$ cat src/rtl/fst_pkg.sv
`default_nettype none

package fst_pkg;

   localparam int NUM_BITS_DEF = 16;
   localparam int CHAR_W       = 8;
   localparam int FIELD_W      = 16;
   localparam int LEN_W        = 3;
   localparam int NUM_FLAGS    = 5;
   localparam int TDATA_W      = 56;

   localparam logic [CHAR_W-1:0] CH_NUL   = 8'd0;
   localparam logic [CHAR_W-1:0] CH_PCT   = 8'd37;
   localparam logic [CHAR_W-1:0] CH_PLUS  = 8'h2B;
   localparam logic [CHAR_W-1:0] CH_MINUS = 8'h2D;
   localparam logic [CHAR_W-1:0] CH_HASH  = 8'h23;
   localparam logic [CHAR_W-1:0] CH_SPACE = 8'h20;
   localparam logic [CHAR_W-1:0] CH_DOT   = 8'h2E;
   localparam logic [CHAR_W-1:0] CH_ZERO  = 8'h30;
   localparam logic [CHAR_W-1:0] CH_NINE  = 8'h39;
   localparam logic [CHAR_W-1:0] CH_H     = 8'h68;
   localparam logic [CHAR_W-1:0] CH_LOW_L = 8'h6C;
   localparam logic [CHAR_W-1:0] CH_UP_L  = 8'h4C;
   localparam logic [CHAR_W-1:0] CH_C     = 8'h63;
   localparam logic [CHAR_W-1:0] CH_D     = 8'h64;
   localparam logic [CHAR_W-1:0] CH_F     = 8'h66;
   localparam logic [CHAR_W-1:0] CH_I     = 8'h69;
   localparam logic [CHAR_W-1:0] CH_S     = 8'h73;
   localparam logic [CHAR_W-1:0] CH_O     = 8'h6F;
   localparam logic [CHAR_W-1:0] CH_P     = 8'h70;
   localparam logic [CHAR_W-1:0] CH_U     = 8'h75;
   localparam logic [CHAR_W-1:0] CH_X     = 8'h78;
   localparam logic [CHAR_W-1:0] CH_UP_X  = 8'h58;

   localparam logic [LEN_W-1:0] LEN_NONE = 3'd0;
   localparam logic [LEN_W-1:0] LEN_HH   = 3'd1;
   localparam logic [LEN_W-1:0] LEN_H    = 3'd2;
   localparam logic [LEN_W-1:0] LEN_L    = 3'd3;
   localparam logic [LEN_W-1:0] LEN_LL   = 3'd4;
   localparam logic [LEN_W-1:0] LEN_BIG_L = 3'd5;

   localparam int FLAG_PLUS  = 0;
   localparam int FLAG_MINUS = 1;
   localparam int FLAG_ALT   = 2;
   localparam int FLAG_ZERO  = 3;
   localparam int FLAG_SPACE = 4;

   localparam logic KIND_LITERAL = 1'b0;
   localparam logic KIND_SPEC    = 1'b1;

   typedef struct packed {
      logic                 kind;
      logic [CHAR_W-1:0]    char_out;
      logic [NUM_FLAGS-1:0] flags;
      logic [FIELD_W-1:0]   min_width;
      logic                 has_precision;
      logic [FIELD_W-1:0]   precision;
      logic [LEN_W-1:0]     length_mod;
   } rsp_type;

   typedef struct packed {
      logic    valid;
      rsp_type data;
   } result_type;

endpackage

`default_nettype wire

$ cat src/rtl/fst_core.sv
`default_nettype none

module fst_core
   import fst_pkg::*;
#(
   parameter int NUM_BITS = NUM_BITS_DEF
) (
   input  wire logic              clock,
   input  wire logic              reset,
   input  wire logic              req_tvalid,
   output logic                   req_tready,
   input  wire logic [CHAR_W-1:0] req_tdata,
   input  wire logic              advance,
   output logic                   fire,
   output result_type             result
);

   localparam int ACC_W = NUM_BITS + 4;
   localparam logic [NUM_BITS-1:0] VAL_MAX = {NUM_BITS{1'b1}};

   logic                 s1_valid_ff, s1_valid_in;
   logic [CHAR_W-1:0]    s1_char_ff;
   logic                 in_spec_ff, in_spec_in;
   logic [NUM_FLAGS-1:0] flags_ff, flags_in;
   logic [NUM_BITS-1:0]  width_ff, width_in;
   logic                 width_run_ff, width_run_in;
   logic                 dot_ff, dot_in;
   logic [NUM_BITS-1:0]  prec_ff, prec_in;
   logic                 prec_run_ff, prec_run_in;
   logic [LEN_W-1:0]     len_ff, len_in;

   logic                 accept;
   logic                 digit;
   logic                 conv;
   logic [3:0]           dval;
   logic [NUM_BITS-1:0]  width_acc, prec_acc;

   function automatic logic [NUM_BITS-1:0] acc_digit(input logic [NUM_BITS-1:0] v,
                                                     input logic [3:0] d);
      logic [ACC_W-1:0] n;
      n = ACC_W'({v, 3'b000}) + ACC_W'({v, 1'b0}) + ACC_W'(d);
      acc_digit = (n[ACC_W-1:NUM_BITS] != '0) ? VAL_MAX : n[NUM_BITS-1:0];
   endfunction

   assign req_tready = !s1_valid_ff || advance;
   assign accept     = req_tvalid && req_tready;
   assign fire       = s1_valid_ff && advance;
   assign s1_valid_in = accept ? 1'b1 : (fire ? 1'b0 : s1_valid_ff);

   assign digit = (s1_char_ff >= CH_ZERO) && (s1_char_ff <= CH_NINE);
   assign dval  = s1_char_ff[3:0];
   assign conv  = (s1_char_ff == CH_C) || (s1_char_ff == CH_D) || (s1_char_ff == CH_F) ||
                  (s1_char_ff == CH_I) || (s1_char_ff == CH_S) || (s1_char_ff == CH_O) ||
                  (s1_char_ff == CH_P) || (s1_char_ff == CH_U) || (s1_char_ff == CH_X) ||
                  (s1_char_ff == CH_UP_X);
   assign width_acc = acc_digit(width_ff, dval);
   assign prec_acc  = acc_digit(prec_ff, dval);

   always_comb begin
      in_spec_in   = in_spec_ff;
      flags_in     = flags_ff;
      width_in     = width_ff;
      width_run_in = width_run_ff;
      dot_in       = dot_ff;
      prec_in      = prec_ff;
      prec_run_in  = prec_run_ff;
      len_in       = len_ff;
      result       = '0;
      result.data.char_out = s1_char_ff;

      if (s1_char_ff == CH_NUL) begin
         in_spec_in   = 1'b0;
         flags_in     = '0;
         width_in     = '0;
         width_run_in = 1'b0;
         dot_in       = 1'b0;
         prec_in      = '0;
         prec_run_in  = 1'b0;
         len_in       = LEN_NONE;
      end else if (!in_spec_ff) begin
         if (s1_char_ff == CH_PCT) begin
            in_spec_in   = 1'b1;
            flags_in     = '0;
            width_in     = '0;
            width_run_in = 1'b0;
            dot_in       = 1'b0;
            prec_in      = '0;
            prec_run_in  = 1'b0;
            len_in       = LEN_NONE;
         end else begin
            result.valid = 1'b1;
         end
      end else begin
         width_run_in = 1'b0;
         prec_run_in  = 1'b0;
         if (s1_char_ff == CH_PLUS) begin
            flags_in[FLAG_PLUS] = 1'b1;
         end else if (s1_char_ff == CH_MINUS) begin
            flags_in[FLAG_MINUS] = 1'b1;
         end else if (s1_char_ff == CH_HASH) begin
            flags_in[FLAG_ALT] = 1'b1;
         end else if (s1_char_ff == CH_SPACE) begin
            flags_in[FLAG_SPACE] = 1'b1;
         end else if (digit) begin
            if (width_run_ff) begin
               width_in     = width_acc;
               width_run_in = 1'b1;
            end else if (prec_run_ff) begin
               prec_in     = prec_acc;
               prec_run_in = 1'b1;
            end else if (!dot_ff) begin
               if (width_ff == '0) begin
                  if (dval == 4'd0) begin
                     flags_in[FLAG_ZERO] = 1'b1;
                  end else begin
                     width_in     = NUM_BITS'(dval);
                     width_run_in = 1'b1;
                  end
               end
            end else if (prec_ff == '0) begin
               prec_in     = NUM_BITS'(dval);
               prec_run_in = 1'b1;
            end
         end else if (s1_char_ff == CH_DOT) begin
            dot_in = 1'b1;
         end else if (s1_char_ff == CH_H) begin
            len_in = (len_ff == LEN_H) ? LEN_HH : LEN_H;
         end else if (s1_char_ff == CH_LOW_L) begin
            len_in = (len_ff == LEN_L) ? LEN_LL : LEN_L;
         end else if (s1_char_ff == CH_UP_L) begin
            len_in = LEN_BIG_L;
         end else if ((s1_char_ff == CH_PCT) || conv) begin
            result.valid = 1'b1;
            if (conv) begin
               result.data.kind          = KIND_SPEC;
               result.data.flags         = flags_ff;
               result.data.min_width     = FIELD_W'(width_ff);
               result.data.has_precision = dot_ff;
               result.data.precision     = FIELD_W'(prec_ff);
               result.data.length_mod    = len_ff;
            end
            in_spec_in   = 1'b0;
            flags_in     = '0;
            width_in     = '0;
            width_run_in = 1'b0;
            dot_in       = 1'b0;
            prec_in      = '0;
            prec_run_in  = 1'b0;
            len_in       = LEN_NONE;
         end
      end
   end

   always_ff @(posedge clock) begin
      if (accept) begin
         s1_char_ff <= req_tdata;
      end
   end

   always_ff @(posedge clock) begin
      if (reset) begin
         s1_valid_ff  <= 1'b0;
         in_spec_ff   <= 1'b0;
         flags_ff     <= '0;
         width_ff     <= '0;
         width_run_ff <= 1'b0;
         dot_ff       <= 1'b0;
         prec_ff      <= '0;
         prec_run_ff  <= 1'b0;
         len_ff       <= LEN_NONE;
      end else begin
         s1_valid_ff <= s1_valid_in;
         if (fire) begin
            in_spec_ff   <= in_spec_in;
            flags_ff     <= flags_in;
            width_ff     <= width_in;
            width_run_ff <= width_run_in;
            dot_ff       <= dot_in;
            prec_ff      <= prec_in;
            prec_run_ff  <= prec_run_in;
            len_ff       <= len_in;
         end
      end
   end

endmodule

`default_nettype wire

$ cat src/rtl/fst_outreg.sv
`default_nettype none

module fst_outreg
   import fst_pkg::*;
(
   input  wire logic       clock,
   input  wire logic       reset,
   input  wire logic       load,
   input  wire result_type result,
   output logic            advance,
   output logic            rsp_valid,
   input  wire logic       rsp_ready,
   output rsp_type         rsp_data
);

   logic    valid_ff, valid_in;
   rsp_type data_ff;

   assign advance   = !valid_ff || rsp_ready;
   assign valid_in  = load ? result.valid : (valid_ff && !rsp_ready);
   assign rsp_valid = valid_ff;
   assign rsp_data  = data_ff;

   always_ff @(posedge clock) begin
      if (reset) begin
         valid_ff <= 1'b0;
      end else begin
         valid_ff <= valid_in;
      end
   end

   always_ff @(posedge clock) begin
      if (load && result.valid) begin
         data_ff <= result.data;
      end
   end

endmodule

`default_nettype wire

$ cat src/rtl/format_spec_tokenizer.sv
// Path: a word accepted on req_ passes the input register, then is decoded into
//    the result register, which drives rsp_.
// Throughput: one character word per cycle unless rsp_ stalls; the specifier
//    state loop closes in the single decode stage.
// Reset: synchronous, active high; clears the open specifier and all pending words.
`default_nettype none

module format_spec_tokenizer
   import fst_pkg::*;
#(
   parameter int NUM_BITS = NUM_BITS_DEF
) (
   input  wire logic               clock,
   input  wire logic               reset,
   input  wire logic               req_tvalid,
   output logic                    req_tready,
   input  wire logic [CHAR_W-1:0]  req_tdata,   // [7:0] char_in
   output logic                    rsp_tvalid,
   input  wire logic               rsp_tready,
   // [7:0] char_out, [8] flag_plus, [9] flag_minus, [10] flag_alt, [11] flag_zero,
   // [12] flag_space, [28:13] min_width, [29] has_precision, [45:30] precision,
   // [48:46] length_mod, [55:49] zero
   output logic [TDATA_W-1:0]      rsp_tdata,
   output logic                    rsp_tuser    // [0] kind
);

   logic       advance;
   logic       fire;
   result_type result;
   rsp_type    rsp_data;

   fst_core #(
      .NUM_BITS (NUM_BITS)
   ) u_core (
      .clock      (clock),
      .reset      (reset),
      .req_tvalid (req_tvalid),
      .req_tready (req_tready),
      .req_tdata  (req_tdata),
      .advance    (advance),
      .fire       (fire),
      .result     (result)
   );

   fst_outreg u_outreg (
      .clock     (clock),
      .reset     (reset),
      .load      (fire),
      .result    (result),
      .advance   (advance),
      .rsp_valid (rsp_tvalid),
      .rsp_ready (rsp_tready),
      .rsp_data  (rsp_data)
   );

   assign rsp_tuser = rsp_data.kind;
   assign rsp_tdata = {7'd0,
                       rsp_data.length_mod,
                       rsp_data.precision,
                       rsp_data.has_precision,
                       rsp_data.min_width,
                       rsp_data.flags,
                       rsp_data.char_out};

endmodule

`default_nettype wire

$ cat config.mk
export PLATFORM = sky130hd
export DESIGN_NAME = format_spec_tokenizer
export DESIGN_NICKNAME = d
export VERILOG_FILES = /design/src/rtl/fst_pkg.sv /design/src/rtl/fst_core.sv /design/src/rtl/fst_outreg.sv /design/src/rtl/format_spec_tokenizer.sv
export SDC_FILE = /design/constraint.sdc
export NUM_CORES = 1
export LEC_CHECK = 0
export BUFFER_PORTS_ARGS = -buffer_cell sky130_fd_sc_hd__buf_4
export CAP_MARGIN = 25
export CORE_MARGIN = 5
export CORE_UTILIZATION = 45
export CTS_CLUSTER_SIZE = 12
export DETAILED_ROUTE_END_ITERATION = 16
export GPL_ROUTABILITY_DRIVEN = 0
export PLACE_DENSITY = 0.71
export SLEW_MARGIN = 10
export SYNTH_ARGS = -nofsm -noshare
export SYNTH_HDL_FRONTEND = slang
export SYNTH_SLANG_ARGS = --single-unit
$ cat constraint.sdc
create_clock -name clock -period 3.7 [get_ports clock]
set_input_delay 0.555 -clock clock [delete_from_list [all_inputs] [get_ports clock]]
set_output_delay 0.555 -clock clock [all_outputs]
set_load 0.02 [all_outputs]
After elaboration in Yosys (flattened, before gate mapping)
Cells that the tools add are included.

Bits in registers: 104. Bits of input ports: 12. Output and inout port bits: 59. Logic and storage cells: 288.

Add/sub/neg operators: 4. Magnitude comparators: 2. Eq/ne operators: 78. Muxes and demuxes: 139. Bitwise gates (word level): 3. Reductions and logical operators: 40.

Operators by type and width (count): $mux W16 (31); $ne A4 B4 Y1 const B (44); $eq A8 B7 Y1 const B (13); $mux W1 (68); $reduce_and A11 Y1 (5); $eq A8 B6 Y1 const B (6); $mux W3 (16); $add A19 B17 Y20 (2); $add A20 B4 Y20 (2); $mux W5 (8); $logic_not A16 Y1 (2); $ne A5 B5 Y1 const B (6); $mux W2 (14); $ne A3 B3 Y1 const B (6); $reduce_and A16 Y1 (1); $reduce_and A15 Y1 (1); $reduce_and A14 Y1 (1); $reduce_or A13 Y1 (1); $logic_or A1 B1 Y1 (12); $reduce_or A12 Y1 (1); $reduce_and A9 Y1 (1); $ge A8 B6 Y1 const B (1); $le A8 B6 Y1 const B (1); $logic_not A8 Y1 (1); 11 further kinds (22).

Depth between registers and ports, before layout
Gate-level depths: netlist (run 1).

Depth in word-level cells: 24. Gate-level depth with buffers: 12. Gate-level depth less buffers: 11.

Hierarchy
From an unflattened synthesis (run 1), not the netlist that was laid out.

Cell total of the unflattened synthesis: 683. Area, all modules: 6713.9 µm².

Modules (own cells, without submodules): fst_core (times used 1, cells an instance 620, area an instance 5096.1 µm², seq. area each 1141.1 µm²); fst_outreg (times used 1, cells an instance 55, area an instance 1561.5 µm², seq. area each 1521.5 µm²); format_spec_tokenizer (times used 1, cells an instance 8, area an instance 56.3 µm², seq. area each 0.0 µm²).

Worst setup path after synthesis (run 1)
OpenSTA, ideal clock, no wires.

Path kind: reg2reg. Start point: register u_core.s1_char_ff[3]. End point: register u_core.width_ff[0]. Setup time: 0.143 ns. Arrival time: 3.162 ns. Required time: 3.557 ns. Path slack: 0.395 ns. Stages on the path, launching flop included: 12. Buffers on the path: 1. Clock period less this slack: 3.305 ns. Path through: edfxtp_1 fa_1 fa_1 a21oi_1 o211ai_1 nand2_1 nand2_1 a41oi_1 mux2i_1 nor4_4 buf_4 o22ai_1.

Cells in the longest elaborated chain, start to end: 13. Elaborated cells between the ends (all ways): 60. Those cells by class: add/sub: 1; order compare: 2; eq/ne: 32; mux: 9; reduce/logical: 16.

RTL lines: start: declaration (line fst_core.sv:22) `logic [CHAR_W-1:0] s1_char_ff;`; start signal: assignment (line fst_core.sv:156) `s1_char_ff <= req_tdata;`; parallel branches: the longest is 13 deep, another holds $add A20 B4 Y20; end signal: assignment (line fst_core.sv:176) `width_ff <= width_in;`; end: declaration (line fst_core.sv:25) `logic [NUM_BITS-1:0] width_ff, width_in;`.

Several ways; the timed one is not identified. The select of a mux whose other input is x is not followed. A chain may end at the register's enable or synchronous reset.

Worst setup path after layout (run 1)
Start point: register u_core.s1_char_ff[3]. End point: register u_core.width_ff[7].

Same word-level chain as after synthesis.

==> results of run 1 <==
[final cells by class]
class,instances,area [um2]
clock buffers,12,246
multi-input cells,522,3730
clock inverters,4,76.3
repair buffers,76,571
well taps,184,230
inverters,10,37.5
fillers,1263,6930
flip-flops and latches,104,2660
[logic make-up (layout without fill, tap and decap cells)]
kind of cell,count (synthesis),in the layout,share of synthesized area
compound gates,174,174,0.181
xor+xnor,28,28,0.0372
fa+ha+maj,66,66,0.130
buf+inv,43,102,0.0347
flops,104,104,0.404
mux,5,5,0.00759
other cells,1,7,0.000569
simple gates,242,242,0.206
[flip-flops by register name (all words and copies together) (netlist names)]
name,cells
u_core.len_ff,3
u_core.s1_char_ff,8
u_core.prec_run_ff,1
u_core.flags_ff,5
u_core.dot_ff,1
u_core.s1_valid_ff,1
u_outreg.rsp_data,50
u_core.prec_ff,16
u_core.in_spec_ff,1
u_outreg.rsp_valid,1
u_core.width_run_ff,1
u_core.width_ff,16
[critical path: stages, from the launching register on]
cell and delay [ns]:
edfxtp_1 0.52, fa_1 0.57, fa_1 0.48, a21oi_1 0.24, o211ai_1 0.14, nand2_1 0.11, nand2_1 0.09, a41oi_1 0.29
mux2i_1 0.36, nor4_4 0.07, buf_4 0.22, a221oi_2 0.26
[final timing paths]
path	from	to	slack, ns	cells after the start
setup / recovery	u_core.s1_char_ff[3]	u_core.width_ff[7]	0.25	11
hold / removal	req_tdata[6]	u_core.s1_char_ff[6]	0.38	1
setup reg to reg	u_core.s1_char_ff[3]	u_core.width_ff[7]	0.25	11
hold reg to reg	u_core.flags_ff[2]	u_core.flags_ff[2]	0.46	2
[cells in the mapped netlist (9+ instances only)]
cell type	n	area, um2
nand3_1	9	45.0
xnor2_1	18	158
nor3_1	12	60.1
inv_1	10	37.5
dfxtp_1	46	921
clkbuf_1	10	37.5
o21ai_0	19	95.1
nand2b_1	13	81.3
and2_1	46	288
a211oi_1	9	67.6
buf_2	9	45.0
nor2_1	34	128
xor2_1	10	87.6
ha_1	62	776
buf_4	9	67.6
edfxtp_1	58	1740
o21ai_1	21	105
nand2_1	68	255
a21oi_1	47	235
[power by group]
group / switching [mW] / internal (mW) / total (mW)
logic: 0.103 / 0.0612 / 0.164
registers: 0.0219 / 1.25 / 1.27
clock network: 0.413 / 0.614 / 1.03
total: 0.538 / 1.93 / 2.46
[per-stage QoR]
stage / hold slack (ns) / setup WS (ns)
floorplan: 0.421 / 0.395
global placement: 0.446 / 0.474
detailed placement: 0.447 / 0.324
CTS: 0.368 / 0.306
global route: 0.365 / 0.122
finish: 0.375 / 0.255
[layer usage]
metal	vias to the layer above	share of wire	track usage
met3	27	0.053	0.0255
li1	2575	-	-
met5	-	0	0
met1	2487	0.44	0.232
met2	178	0.49	0.296
met4	0	0.020	0.0756
==> results_dict.tcl, run 1 <==
set metrics [dict create \
    diodes 0 \
    ctsHtreeMaxLevel 3 \
    finalPower_mw 2.46 \
    die_y_um 131 \
    cts_tree "done" \
    antenna_found_initial 0 \
    numCtsBuffers 9 \
    avgSynthCellArea_um2 9.95 \
    drc 0 \
    cts_resized 0 \
    crit_path_max_fanout 16 \
    hold_viol_final 0 \
    synth_warnings 0 \
    finalCritPeriodShare 0.931 \
    final_cell_mix "76 x buf_4, 68 x nand2_1, 62 x ha_1, 58 x edfxtp_1, 47 x a21oi_1" \
    grt-ovfl-total 0 \
    fin_crit_ns 3.45 \
    ir_drop_mv 0.237 \
    hpwl_mm 11.3 \
    tightest_slew_ns 0.941 \
    io_buffer_count 63 \
    final_common_cell "buf_4" \
    core-area_um2 14500 \
    holdBufCountCts 0 \
    relSlewSlack 0.365 \
    max-cap-violations 0 \
    required_ns 3.96 \
    grt_pass1_vias 5107 \
    ys_types 77 \
    synthArstFlopShare 0 \
    routed_via_density 5.78 \
    root_buffer "clkbuf_16" \
    nets 801 \
    grt.total_usage 0.178 \
    initial_core_util 0.455 \
    drt_iter0_markers 653 \
    power_leakage_nw 3.12 \
    cts.sinks 104 \
    worst-endpoint-arrival_ns 3.71 \
    yosys_register_bits 104 \
    synth.yosys.seq_area_share 0.404 \
    maxSlewViolCount 0 \
    grt_setup_unrepaired "no" \
    timing.fmax_mhz 290 \
    netlist_area_um2 6590 \
    final_area_um2 7550 \
    placedInstanceArea_um2 7230 \
    drive_gt1_frac 0.163 \
    cts_setup_buffers 0 \
    clk_pin_slew_worst_paths_ns 0.07 \
    fin_tns_setup_ns 0 \
    critPathCaptureType "flip-flop" \
    die-area_um2 17200 \
    netlist_instances 663 \
    cts_buffer_depth 2 \
    syn2layout_area_growth_pct 14.6 \
    crit_type "flip-flop to flip-flop" \
    finalSetupViolations 0 \
    pin_count 71 \
    synth_edf_count 58 \
    p_per_area_nw_per_um2 326 \
    ant_nets 0 \
    num_rows 44 \
    die_w_um 131 \
    instances_no_fill 912 \
    grt_pass1_wl_mm 24.7 \
    wire_per_inst_um 16.6 \
    crit_path_start_kind "flip-flop" \
    drtPass1Iterations 6 \
    dp.cells 896 \
    worst_clock_skew_ns 0.0110 \
    hp-class "primary input to flip-flop" \
    grt_max_degree 32 \
    finish.utilization 0.522 \
    clk_latency_ns 0.35 \
    drt-total-wl_mm 15.2 \
    outcome "completed" \
    ys.flop_type "edfxtp_1" \
    via_count 5267 \
]
Note: power is estimated with default switching activity, not from simulation.
==> run 2: changes to the inputs <==
--- a/config.mk
+++ b/config.mk
@@ -12,8 +12,8 @@
 export CTS_CLUSTER_SIZE = 12
 export DETAILED_ROUTE_END_ITERATION = 16
 export GPL_ROUTABILITY_DRIVEN = 0
-export PLACE_DENSITY = 0.71
-export SLEW_MARGIN = 10
+export PLACE_DENSITY = 0.64
+export SLEW_MARGIN = 20
 export SYNTH_ARGS = -nofsm -noshare
 export SYNTH_HDL_FRONTEND = slang
 export SYNTH_SLANG_ARGS = --single-unit
==> constraint.sdc (replaced) <==
create_clock -name clock -period 3.7 [get_ports clock]
set_input_delay 0.37 -clock clock [delete_from_list [all_inputs] [get_ports clock]]
set_output_delay 0.37 -clock clock [all_outputs]
set_load 0.02 [all_outputs]
==> run 2 against run 1 <==
Count of clock-buffer cells in the layout did not move. Sequential cell count did not move. Sequential power barely moved. Register-to-register slack improved by 0.06 ns. Routed wire length fell by 2.3%. Setup slack improved by 0.055 ns. Fmax rose by 1.6%. Combinational power barely moved. Critical endpoint is now u_core.prec_ff[4].
==> results_dict.tcl, run 2 (synthesis results as in run 1) <==
set metrics [dict create \
    grt-ovfl-total 0 \
    root_buffer "clkbuf_16" \
    largest_reg_flops 50 \
    fin_crit_ns 3.39 \
    max_stage_delay_ns 0.57 \
    max-cap-violations 0 \
    timing.fmax_mhz 295 \
    power_leakage_nw 3.11 \
    final_area_um2 7540 \
    cts_setup_buffers 0 \
    grt_setup_unrepaired "no" \
    maxSlewViolCount 0 \
    ant_nets 0 \
    drive_gt1_frac 0.165 \
    nets 801 \
    ir_drop_mv 0.240 \
    wire_per_inst_um 16.3 \
    grt.total_usage 0.178 \
    finish.utilization 0.520 \
    cp_slowest_cell "fa_1" \
    drtPass1Iterations 5 \
    routed_via_density 5.74 \
    via_count 5238 \
    worst-endpoint-arrival_ns 3.64 \
    grt_pass1_vias 4950 \
    finalSetupViolations 0 \
    pin_count 71 \
    reg2reg_from "u_core.s1_char_ff[3]" \
    finalCritPeriodShare 0.916 \
    ctsHtreeMaxLevel 3 \
    hold_ws_ns 0.188 \
    hpwl_mm 11.1 \
    num_rows 44 \
    seq_area_um2 2660 \
    final_common_cell "buf_4" \
    crit_path_start_kind "flip-flop" \
    core-area_um2 14500 \
    crit_end "u_core.prec_ff[4]" \
    io_buffer_count 63 \
    grt_max_degree 32 \
    initial_core_util 0.455 \
    fin_tns_setup_ns 0 \
    clk_latency_ns 0.35 \
    crit_chain "fa_1, ha_1, a211oi_1, o21ai_0, o2111ai_1, a31oi_1, xnor2_1, nand4_1, buf_4, o21ai_1, nand2_1" \
    cts.sinks 104 \
    grt_pass1_wl_mm 24.4 \
    syn2layout_area_growth_pct 14.3 \
    hp-class "primary input to flip-flop" \
    hold_viol_final 0 \
    cts_tree "done" \
    diodes 0 \
    holdBufCountCts 0 \
    die_y_um 131 \
    r2r_end "u_core.prec_ff[4]" \
    p_per_area_nw_per_um2 315 \
    die-area_um2 17200 \
    tightest_slew_ns 1.01 \
    final_cell_mix "75 x buf_4, 68 x nand2_1, 62 x ha_1, 58 x edfxtp_1, 47 x a21oi_1" \
    clk_pin_slew_worst_paths_ns 0.07 \
    drc 0 \
    drt_iter0_markers 398 \
    r2r_slack_ns 0.31 \
    crit_type "flip-flop to flip-flop" \
    relSlewSlack 0.320 \
    worst_clock_skew_ns 0.00756 \
    drt-total-wl_mm 14.8 \
    startpoint "u_core.s1_char_ff[3]" \
    multi_input_area_um2 3730 \
    critPathCaptureType "flip-flop" \
    outcome "completed" \
    die_w_um 131 \
    cts_resized 0 \
    placedInstanceArea_um2 7240 \
    crit_path_max_fanout 8 \
    cts_buffer_depth 2 \
    required_ns 3.95 \
    fill_cells 1330 \
    antenna_found_initial 0 \
    r2r_cells 11 \
    numCtsBuffers 9 \
]
[run 2: changes by cell type in the layout (fill, tap and decap cells not counted), sizes merged]
cell,change
inv,+1
bufinv,-2
clkinv,+1
[run 2: worst max-delay path: cells and delay by family, from the launching register on]
family / cells / cell delay, ns
buffers and inverters: 1 / 0.24
xor gates and xnor gates: 1 / 0.15
DFF: 1 / 0.50
adders and majority gates: 2 / 0.90
AOI/OAI and AO/OA: 5 / 1.19
and+or+nand+nor: 2 / 0.29
[run 2: layer usage]
| layer | GRT usage | routed length [um] | up-vias |
|---|---|---|---|
| met2 | 0.288 | 6960 | 132 |
| met1 | 0.243 | 7000 | 2493 |
| met4 | 0.0653 | 308 | 0 |
| met5 | 0 | 0 | - |
| met3 | 0.0255 | 567 | 28 |
| li1 | - | - | 2585 |
[run 2: worst min path at each step]
stage          slack [ns]            startpoint  depth (start not counted)                    end
6_report             0.19          req_tdata[7]                          1   u_core.s1_char_ff[7]
5_1_grt              0.17          req_tdata[6]                          1   u_core.s1_char_ff[6]
4_1_cts              0.17          req_tdata[6]                          1   u_core.s1_char_ff[6]
3_5_place_dp         0.46    u_core.flags_ff[2]                          2     u_core.flags_ff[2]
3_3_place_gp         0.44    u_core.flags_ff[2]                          2     u_core.flags_ff[2]
2_1_floorplan        0.42  u_core.s1_char_ff[4]                          0  u_outreg.rsp_data[45]
[run 2: power by group]
group	switching [mW]	internal (mW)
Sequential	0.0225	1.25
Combinational	0.102	0.0622
Clock	0.436	0.502
[run 2: final cells by class]
| class | count | area share |
|---|---|---|
| flip-flops and latches | 104 | 0.353 |
| well taps | 184 | 0.0305 |
| clock buffers | 12 | 0.0340 |
| clock inverters | 4 | 0.00481 |
| inverters | 10 | 0.00498 |
| repair buffers | 76 | 0.0774 |
| multi-input cells | 522 | 0.495 |
[run 2: stage by stage]
step	total power [mW]	setup WS, ns	cells
2_1_floorplan	1.40	0.395	669
3_3_place_gp	1.46	0.470	896
3_5_place_dp	1.46	0.313	896
6_report	2.37	0.310	912
4_1_cts	2.40	0.302	912
5_1_grt	2.46	0.0520	912
